$ cat src/eaf_pkg.sv
// Shared types and constants of the edge alpha fade pipeline.
package eaf_pkg;

  localparam int CoordW   = 12;
  localparam int DimW     = 13;
  localparam int ByteW    = 8;
  localparam int NumEdges = 4;
  localparam int CfgIdxW  = 8;
  localparam int CfgDataW = 16;

  // Largest factor that still fades a pixel.
  localparam int FactorMax = 255;

  // Edge slots, in the order the fades are applied.
  localparam logic [1:0] EdgeBottom = 2'd0;
  localparam logic [1:0] EdgeTop    = 2'd1;
  localparam logic [1:0] EdgeLeft   = 2'd2;
  localparam logic [1:0] EdgeRight  = 2'd3;

  // Register indexes of the configuration port.
  localparam logic [CfgIdxW-1:0] RegEdgeMask   = 8'd0;
  localparam logic [CfgIdxW-1:0] RegFadeStep   = 8'd1;
  localparam logic [CfgIdxW-1:0] RegImageWidth = 8'd2;
  localparam logic [CfgIdxW-1:0] RegImageHeight = 8'd3;

  // Channel bytes: blue, green, red, alpha.
  typedef logic [3:0][ByteW-1:0] px_t;

  // Live configuration seen by the stages; dimensions stored as last index.
  typedef struct packed {
    logic [NumEdges-1:0] edge_mask;
    logic [ByteW-1:0]    fade_step;
    logic [DimW-1:0]     w_last;
    logic [DimW-1:0]     h_last;
  } cfg_t;

  // Pixel with its distance to each edge.
  typedef struct packed {
    px_t                           px;
    logic [NumEdges-1:0][DimW-1:0] distance;
  } dist_t;

  // Pixel with its four factors and apply flags.
  typedef struct packed {
    px_t                            px;
    logic [NumEdges-1:0][ByteW-1:0] fac;
    logic [NumEdges-1:0]            apply;
  } fac_t;

endpackage

$ cat src/eaf_if.sv
// Handshake channels of the edge alpha fade block.
interface eaf_in_if;
  logic                        valid;
  logic                        ready;
  logic [eaf_pkg::CoordW-1:0]  column;
  logic [eaf_pkg::CoordW-1:0]  row;
  logic [eaf_pkg::ByteW-1:0]   blue;
  logic [eaf_pkg::ByteW-1:0]   green;
  logic [eaf_pkg::ByteW-1:0]   red;
  logic [eaf_pkg::ByteW-1:0]   alpha;

  modport source (output valid, column, row, blue, green, red, alpha, input ready);
  modport sink   (input valid, column, row, blue, green, red, alpha, output ready);
endinterface

interface eaf_out_if;
  logic                      valid;
  logic                      ready;
  logic [eaf_pkg::ByteW-1:0] out_blue;
  logic [eaf_pkg::ByteW-1:0] out_green;
  logic [eaf_pkg::ByteW-1:0] out_red;
  logic [eaf_pkg::ByteW-1:0] out_alpha;

  modport source (output valid, out_blue, out_green, out_red, out_alpha, input ready);
  modport sink   (input valid, out_blue, out_green, out_red, out_alpha, output ready);
endinterface

interface eaf_cfg_if;
  logic                         valid;
  logic                         ready;
  logic [eaf_pkg::CfgIdxW-1:0]  index;
  logic [eaf_pkg::CfgDataW-1:0] data;

  modport source (output valid, index, data, input ready);
  modport sink   (input valid, index, data, output ready);
endinterface

$ cat src/eaf_dist.sv
// Clamp stage: clamps the coordinates and forms the distance to each edge.
module eaf_dist (
  input  logic           clk_i,
  input  logic           rst_ni,
  input  eaf_pkg::cfg_t  cfg_i,
  input  logic           valid_i,
  output logic           ready_o,
  input  logic [eaf_pkg::CoordW-1:0] column_i,
  input  logic [eaf_pkg::CoordW-1:0] row_i,
  input  eaf_pkg::px_t   px_i,
  output logic           valid_o,
  input  logic           ready_i,
  output eaf_pkg::dist_t data_o
);
  import eaf_pkg::*;

  logic            valid_q;
  dist_t           data_d, data_q;
  logic [DimW-1:0] col_ext, row_ext, col_c, row_c;

  // Clamp to the last column and row, then measure to each edge
  always_comb begin
    col_ext = {1'b0, column_i};
    row_ext = {1'b0, row_i};
    col_c   = (col_ext > cfg_i.w_last) ? cfg_i.w_last : col_ext;
    row_c   = (row_ext > cfg_i.h_last) ? cfg_i.h_last : row_ext;
    data_d.px                   = px_i;
    data_d.distance[EdgeBottom] = cfg_i.h_last - row_c;
    data_d.distance[EdgeTop]    = row_c;
    data_d.distance[EdgeLeft]   = col_c;
    data_d.distance[EdgeRight]  = cfg_i.w_last - col_c;
  end

  assign ready_o = !valid_q || ready_i;

  // Advance when the next stage has room
  always_ff @(posedge clk_i or negedge rst_ni) begin
    if (!rst_ni) begin
      valid_q <= 1'b0;
    end else if (ready_o) begin
      valid_q <= valid_i;
    end
  end

  always_ff @(posedge clk_i) begin
    if (valid_i && ready_o) begin
      data_q <= data_d;
    end
  end

  assign valid_o = valid_q;
  assign data_o  = data_q;

endmodule

$ cat src/eaf_factor.sv
// Factor stage: multiplies each distance by the step and flags usable factors.
module eaf_factor (
  input  logic           clk_i,
  input  logic           rst_ni,
  input  eaf_pkg::cfg_t  cfg_i,
  input  logic           valid_i,
  output logic           ready_o,
  input  eaf_pkg::dist_t data_i,
  output logic           valid_o,
  input  logic           ready_i,
  output eaf_pkg::fac_t  data_o
);
  import eaf_pkg::*;

  logic                                valid_q;
  fac_t                                data_d, data_q;
  logic [NumEdges-1:0][2*ByteW-1:0]    prod;

  // Form the factor per edge; a distance past the byte range fades only at zero step
  always_comb begin
    data_d.px = data_i.px;
    for (int k = 0; k < NumEdges; k++) begin
      prod[k] = data_i.distance[k][ByteW-1:0] * cfg_i.fade_step;
      data_d.fac[k]   = prod[k][ByteW-1:0];
      data_d.apply[k] = cfg_i.edge_mask[k]
                        && ((cfg_i.fade_step == '0)
                            || ((data_i.distance[k] <= DimW'(FactorMax))
                                && (prod[k] <= (2*ByteW)'(FactorMax))));
    end
  end

  assign ready_o = !valid_q || ready_i;

  // Advance when the next stage has room
  always_ff @(posedge clk_i or negedge rst_ni) begin
    if (!rst_ni) begin
      valid_q <= 1'b0;
    end else if (ready_o) begin
      valid_q <= valid_i;
    end
  end

  always_ff @(posedge clk_i) begin
    if (valid_i && ready_o) begin
      data_q <= data_d;
    end
  end

  assign valid_o = valid_q;
  assign data_o  = data_q;

endmodule

$ cat src/eaf_scale.sv
// Scale stage: applies one edge's factor to all four channel bytes.
module eaf_scale #(
  parameter int EDGE = 0
) (
  input  logic          clk_i,
  input  logic          rst_ni,
  input  logic          valid_i,
  output logic          ready_o,
  input  eaf_pkg::fac_t data_i,
  output logic          valid_o,
  input  logic          ready_i,
  output eaf_pkg::fac_t data_o
);
  import eaf_pkg::*;

  logic                          valid_q;
  fac_t                          data_d, data_q;
  logic [3:0][2*ByteW-1:0]       prod;

  // Scale each byte by factor/256 when this edge applies
  always_comb begin
    data_d = data_i;
    for (int c = 0; c < 4; c++) begin
      prod[c] = data_i.px[c] * data_i.fac[EDGE];
      if (data_i.apply[EDGE]) begin
        data_d.px[c] = prod[c][2*ByteW-1:ByteW];
      end
    end
  end

  assign ready_o = !valid_q || ready_i;

  // Advance when the next stage has room
  always_ff @(posedge clk_i or negedge rst_ni) begin
    if (!rst_ni) begin
      valid_q <= 1'b0;
    end else if (ready_o) begin
      valid_q <= valid_i;
    end
  end

  always_ff @(posedge clk_i) begin
    if (valid_i && ready_o) begin
      data_q <= data_d;
    end
  end

  assign valid_o = valid_q;
  assign data_o  = data_q;

endmodule

$ cat src/edge_alpha_fade.sv
// Top level of the edge alpha fade pipeline.
//
//   port    dir   carries                                   word
//   pix_i   sink  column, row, blue, green, red, alpha      one pixel
//   res_o   src   out_blue, out_green, out_red, out_alpha   one faded pixel
//   cfg_i   sink  index, data                               one register write
//
// One pixel per clock while the output does not stall; the stages are clamp/distance,
// factor, then one 8x8 multiply stage per edge (bottom, top, left, right).
// Each stage has its own valid bit and ready = !valid || downstream ready, so
// bubbles collapse and a stall at the output backs up stage by stage.
// Reset clears the valid bits and loads the register reset values.
// Configuration writes are always taken; the last stage is the output register.
module edge_alpha_fade #(
  parameter int MAX_DIM = 4096
) (
  input  logic      clk_i,
  input  logic      rst_ni,
  eaf_in_if.sink    pix_i,
  eaf_out_if.source res_o,
  eaf_cfg_if.sink   cfg_i
);
  import eaf_pkg::*;

  localparam int NumStages = 2 + NumEdges;
  localparam int OccW      = $clog2(NumStages + 1);

  // Effective dimension minus one: zero reads as one, large saturates
  function automatic logic [DimW-1:0] dim_last(input logic [DimW-1:0] d);
    logic [31:0] e;
    if (d == '0) begin
      e = 32'd1;
    end else if (32'(d) > 32'(MAX_DIM)) begin
      e = 32'(MAX_DIM);
    end else begin
      e = 32'(d);
    end
    return DimW'(e - 32'd1);
  endfunction

  logic [NumEdges-1:0] edge_mask_q;
  logic [ByteW-1:0]    fade_step_q;
  logic [DimW-1:0]     w_last_q, h_last_q;
  cfg_t                cfg;

  // Take register writes; unknown indexes are dropped
  assign cfg_i.ready = 1'b1;

  always_ff @(posedge clk_i or negedge rst_ni) begin
    if (!rst_ni) begin
      edge_mask_q <= '0;
      fade_step_q <= ByteW'(16);
      w_last_q    <= dim_last(DimW'(4096));
      h_last_q    <= dim_last(DimW'(4096));
    end else if (cfg_i.valid) begin
      case (cfg_i.index)
        RegEdgeMask:    edge_mask_q <= cfg_i.data[NumEdges-1:0];
        RegFadeStep:    fade_step_q <= cfg_i.data[ByteW-1:0];
        RegImageWidth:  w_last_q    <= dim_last(cfg_i.data[DimW-1:0]);
        RegImageHeight: h_last_q    <= dim_last(cfg_i.data[DimW-1:0]);
        default: begin
        end
      endcase
    end
  end

  assign cfg.edge_mask = edge_mask_q;
  assign cfg.fade_step = fade_step_q;
  assign cfg.w_last    = w_last_q;
  assign cfg.h_last    = h_last_q;

  // Stage wiring
  px_t   in_px;
  logic  d_valid, d_ready;
  dist_t d_data;
  logic  [NumEdges:0] sc_valid, sc_ready;
  fac_t  sc_data [NumEdges+1];

  assign in_px = {pix_i.alpha, pix_i.red, pix_i.green, pix_i.blue};

  eaf_dist u_dist (
    .clk_i    (clk_i),
    .rst_ni   (rst_ni),
    .cfg_i    (cfg),
    .valid_i  (pix_i.valid),
    .ready_o  (pix_i.ready),
    .column_i (pix_i.column),
    .row_i    (pix_i.row),
    .px_i     (in_px),
    .valid_o  (d_valid),
    .ready_i  (d_ready),
    .data_o   (d_data)
  );

  eaf_factor u_factor (
    .clk_i   (clk_i),
    .rst_ni  (rst_ni),
    .cfg_i   (cfg),
    .valid_i (d_valid),
    .ready_o (d_ready),
    .data_i  (d_data),
    .valid_o (sc_valid[0]),
    .ready_i (sc_ready[0]),
    .data_o  (sc_data[0])
  );

  // One scale stage per edge, in bottom, top, left, right order
  for (genvar g = 0; g < NumEdges; g++) begin : g_scale
    eaf_scale #(
      .EDGE (g)
    ) u_scale (
      .clk_i   (clk_i),
      .rst_ni  (rst_ni),
      .valid_i (sc_valid[g]),
      .ready_o (sc_ready[g]),
      .data_i  (sc_data[g]),
      .valid_o (sc_valid[g+1]),
      .ready_i (sc_ready[g+1]),
      .data_o  (sc_data[g+1])
    );
  end

  // Drive the result channel from the last stage
  assign res_o.valid        = sc_valid[NumEdges];
  assign sc_ready[NumEdges] = res_o.ready;
  assign res_o.out_blue     = sc_data[NumEdges].px[0];
  assign res_o.out_green    = sc_data[NumEdges].px[1];
  assign res_o.out_red      = sc_data[NumEdges].px[2];
  assign res_o.out_alpha    = sc_data[NumEdges].px[3];

  // Track words in flight for checking
  logic [NumStages-1:0] stage_valid;
  logic [OccW-1:0]      occ_d, occ_q;
  logic                 in_acc, out_acc;

  assign stage_valid = {sc_valid, d_valid};
  assign in_acc      = pix_i.valid && pix_i.ready;
  assign out_acc     = res_o.valid && res_o.ready;

  always_comb begin
    occ_d = occ_q;
    if (in_acc && !out_acc) begin
      occ_d = occ_q + OccW'(1);
    end else if (out_acc && !in_acc) begin
      occ_d = occ_q - OccW'(1);
    end
  end

  always_ff @(posedge clk_i or negedge rst_ni) begin
    if (!rst_ni) begin
      occ_q <= '0;
    end else begin
      occ_q <= occ_d;
    end
  end

  // Every accepted word sits in exactly one stage until delivered
  a_occupancy : assert property (@(posedge clk_i) disable iff (!rst_ni)
    32'(occ_q) == 32'($countones(stage_valid)))
    else $error("pipeline occupancy does not match words in flight");

  // Input is held off only when every stage is full and the output stalls
  a_ready_chain : assert property (@(posedge clk_i) disable iff (!rst_ni)
    pix_i.ready == (!(&stage_valid) || res_o.ready))
    else $error("input ready does not follow pipeline fill");

  // A word accepted into an empty pipeline is registered in the first stage
  a_latency : assert property (@(posedge clk_i) disable iff (!rst_ni)
    (in_acc && occ_q == '0 && !res_o.valid) |=> d_valid)
    else $error("accepted word missing from first stage");

endmodule
$ cat src/flat_wrapper.sv
// flat-port wrapper written by rule: the top's interface ports become plain ports
module edge_alpha_fade_flat import eaf_pkg::*;
#(
  parameter int MAX_DIM = 4096
)
  (clk_i, rst_ni, pix_i_valid, pix_i_column, pix_i_row, pix_i_blue, pix_i_green, pix_i_red, pix_i_alpha, pix_i_ready, res_o_valid, res_o_out_blue, res_o_out_green, res_o_out_red, res_o_out_alpha, res_o_ready, cfg_i_valid, cfg_i_index, cfg_i_data, cfg_i_ready);
  eaf_in_if pix_i_i ();
  eaf_out_if res_o_i ();
  eaf_cfg_if cfg_i_i ();
  input  logic clk_i;
  input  logic rst_ni;
  input wire logic [$bits(pix_i_i.valid)-1:0] pix_i_valid;
  input wire logic [$bits(pix_i_i.column)-1:0] pix_i_column;
  input wire logic [$bits(pix_i_i.row)-1:0] pix_i_row;
  input wire logic [$bits(pix_i_i.blue)-1:0] pix_i_blue;
  input wire logic [$bits(pix_i_i.green)-1:0] pix_i_green;
  input wire logic [$bits(pix_i_i.red)-1:0] pix_i_red;
  input wire logic [$bits(pix_i_i.alpha)-1:0] pix_i_alpha;
  output wire logic [$bits(pix_i_i.ready)-1:0] pix_i_ready;
  output wire logic [$bits(res_o_i.valid)-1:0] res_o_valid;
  output wire logic [$bits(res_o_i.out_blue)-1:0] res_o_out_blue;
  output wire logic [$bits(res_o_i.out_green)-1:0] res_o_out_green;
  output wire logic [$bits(res_o_i.out_red)-1:0] res_o_out_red;
  output wire logic [$bits(res_o_i.out_alpha)-1:0] res_o_out_alpha;
  input wire logic [$bits(res_o_i.ready)-1:0] res_o_ready;
  input wire logic [$bits(cfg_i_i.valid)-1:0] cfg_i_valid;
  input wire logic [$bits(cfg_i_i.index)-1:0] cfg_i_index;
  input wire logic [$bits(cfg_i_i.data)-1:0] cfg_i_data;
  output wire logic [$bits(cfg_i_i.ready)-1:0] cfg_i_ready;
  assign pix_i_i.valid = pix_i_valid;
  assign pix_i_i.column = pix_i_column;
  assign pix_i_i.row = pix_i_row;
  assign pix_i_i.blue = pix_i_blue;
  assign pix_i_i.green = pix_i_green;
  assign pix_i_i.red = pix_i_red;
  assign pix_i_i.alpha = pix_i_alpha;
  assign pix_i_ready = pix_i_i.ready;
  assign res_o_valid = res_o_i.valid;
  assign res_o_out_blue = res_o_i.out_blue;
  assign res_o_out_green = res_o_i.out_green;
  assign res_o_out_red = res_o_i.out_red;
  assign res_o_out_alpha = res_o_i.out_alpha;
  assign res_o_i.ready = res_o_ready;
  assign cfg_i_i.valid = cfg_i_valid;
  assign cfg_i_i.index = cfg_i_index;
  assign cfg_i_i.data = cfg_i_data;
  assign cfg_i_ready = cfg_i_i.ready;
  edge_alpha_fade #(.MAX_DIM(MAX_DIM)) u_core (.clk_i(clk_i), .rst_ni(rst_ni), .pix_i(pix_i_i), .res_o(res_o_i), .cfg_i(cfg_i_i));
endmodule
$ cat config.mk
export PLATFORM = sky130hd
export DESIGN_NAME = edge_alpha_fade_flat
export DESIGN_NICKNAME = d
export VERILOG_FILES = /design/src/eaf_pkg.sv /design/src/eaf_if.sv /design/src/eaf_dist.sv /design/src/eaf_factor.sv /design/src/eaf_scale.sv /design/src/edge_alpha_fade.sv /design/src/flat_wrapper.sv
export SDC_FILE = /design/constraint.sdc
export NUM_CORES = 2
export LEC_CHECK = 0
export BUFFER_PORTS_ARGS = -buffer_cell sky130_fd_sc_hd__buf_4
export CAP_MARGIN = 20
export CORE_MARGIN = 2
export CORE_UTILIZATION = 60
export DETAILED_ROUTE_END_ITERATION = 10
export HOLD_SLACK_MARGIN = 0.1
export PLACE_DENSITY = 0.8
export RECOVER_POWER = 50
export SYNTH_ARGS = -nofsm -noshare
export SYNTH_HDL_FRONTEND = slang
export SYNTH_HIERARCHICAL = 1
export SYNTH_SLANG_ARGS = --single-unit
$ cat constraint.sdc
create_clock -name clk_i -period 4.92 [get_ports clk_i]
set_input_delay 0.246 -clock clk_i [delete_from_list [all_inputs] [get_ports clk_i]]
set_output_delay 0.246 -clock clk_i [all_outputs]
set_load 0.02 [all_outputs]
==> qor.yml <==
outcome: "finished, violations left"
violations: "capacitance limit, slew limit, setup timing"
htree_num_levels: 2
grt_pass1_vias: 44000
clkLatencyLatePin_ns: 0.65
wl_per_cell_um: 17.7
grt_max_degree: 60
core_um2: 91800
grt_pass1_wl_um: 211000
hpwl_um: 93400
netlist_instances: 5554
num_vias: 41100
row_count: 111
multi_input_area_um2: 41000
wl_um: 128000
fin_crit_sh: 1.00
crit_required_ns: 5.32
fillers: 6562
gp_congestion: 0.882
setup_violations: 1
clk_pin_slew_ns: 0.06
cp-end-kind: "flip-flop"
ff2ff_setup_slack_ns: -0.01
cts_buffers: 46
die_area_um2: 95100
drtAntennaViolNets: 0
dpl_worst_slack_ns: -0.0846
clock_skew_ns: 0.0404
post-route-min-period_ns: 4.93
drcViolationCount: 0
drt_iter0_drc: 2257
finalHoldViolCount: 0
cap_violations: 6
cts_tree: "yes"
placed_area_um2: 59200
clock.fmax_mhz: 203
critPathKind: "reg2reg"
mostFrequentLayoutCell: "and2_1"
crit_path_top_delay_cell: "fa_1"
root_buffer: "clkbuf_16"
die_x_um: 308
numClockSinks: 378
dr.pass1.iters: 7
worst_pin_slew_ns: 3.35
layout-drive-gt1-share: 0.128
avgViaCountPerCell: 5.70
final_cell_area_um2: 62800
hold_path_class: "in2reg"
syn_area_per_cell_um2: 10.0
cts_buffer_depth: 3
area_growth_syn_to_layout_pct: 12.9
cp_max_fo: 16
grt_overflow: 0
critPathTopFamily: "adder cells"
ios: 120
path_buf_inv: 5
setup_ws_ns: -0.0111
crit_path_start_kind: "flip-flop"
rsz0062_at_grt: "yes"
numPortBuffers: 115
final_cell_mix: "and2_1 (967), inv_1 (875), ha_1 (697)"
syn_area_um2: 55600
die_h_um: 308
cpMostUsedCell: "fa_1"
antenna_cells: 0
seqCellArea_um2: 11200
crit_path_max_incr_delay_ns: 0.49
yosysWarnings: 6
antenna_found_initial: 0
slew-limit-headroom: -1.23
start_util: 0.606
arrival_ns: 5.33
slew_violations: 267
nets: 7444
track_usage: 0.271
crit_chain: "buf_4 -> clkbuf_16 -> and2_1 -> fa_1 -> fa_1 -> ha_1 -> inv_1 -> fa_1 -> inv_1 -> ha_1 -> nand4b_1 -> o21ai_1 -> a311oi_4 -> buf_4 -> o31ai_2 -> a21oi_2 -> xnor2_1 -> mux2_2"
state kept, by name (all words and copies together), names as in the netlist:
name	flops
u_core/fade_step_q	8
u_core/u_factor/valid_o	1
u_core/u_dist/valid_o	1
u_core/edge_mask_q	4
u_core/u_dist/data_o	84
u_core/g_scale.u_scale/valid_o	4
u_core/w_last_q	13
u_core/u_factor/data_o	68
u_core/g_scale.u_scale/data_o	182
u_core/h_last_q	13
metal layers:
| layer | track usage | routed length [µm] | share of wire |
|---|---|---|---|
| met1 | 0.336 | 52400 | 0.41 |
| met2 | 0.481 | 64400 | 0.50 |
| met3 | 0.0363 | 6820 | 0.053 |
| met4 | 0.101 | 4090 | 0.032 |
| met5 | 0 | 0 | 0 |
worst min-delay path, stage by stage:
cell     delay [ns]
buf_4          0.12
nor2_1         0.08
nand3_1        0.09
o31a_2         0.16
o21ai_0        0.10
cell type report:
class,instances,area share
multi-input cells,4119,0.653
flip-flops and latches,378,0.178
repair buffers,499,0.0659
inverters,888,0.0531
well taps,1243,0.0248
clock buffers,51,0.0190
clock inverters,35,0.00608
what timing repair did:
action	in CTS	in global routing
endpoints found under the hold margin	134	0
hold buffers	84	0
pin swaps	16	104
gates cloned	0	4
resized for setup	19	138
buffers inserted	26	47
endpoints found under the setup margin	13	46
path summary, 6_finish.rpt:
check,from,to,cells after the start
max,u_core/g_scale[0].u_scale/data_o[14],u_core/g_scale[1].u_scale/data_o[65],18
min,cfg_i_data[8],u_core/w_last_q[12],5
max reg2reg,u_core/g_scale[0].u_scale/data_o[14],u_core/g_scale[1].u_scale/data_o[65],18
min reg2reg,u_core/u_dist/data_o[53],u_core/u_factor/data_o[37],0
max in group asynchronous,rst_ni,u_core/fade_step_q[2],2
min in group asynchronous,rst_ni,u_core/u_dist/valid_o,2
metrics by stage:
stage                     utilization  hold WS (ns)  setup TNS, ns  cells
after floorplan                     -       -0.0496              0   5555
after global placement          0.644         0.301        -0.0197   6966
after detailed placement        0.644         0.300         -0.389   6966
after CTS                       0.674         0.135        -0.0328   7162
after global routing            0.684         0.208         -0.674   7213
final                           0.684         0.216        -0.0111   7213
Power is left out: the tool's default activity adds up to more than one toggle a clock period on the data nets, which glitch-free logic cannot reach.
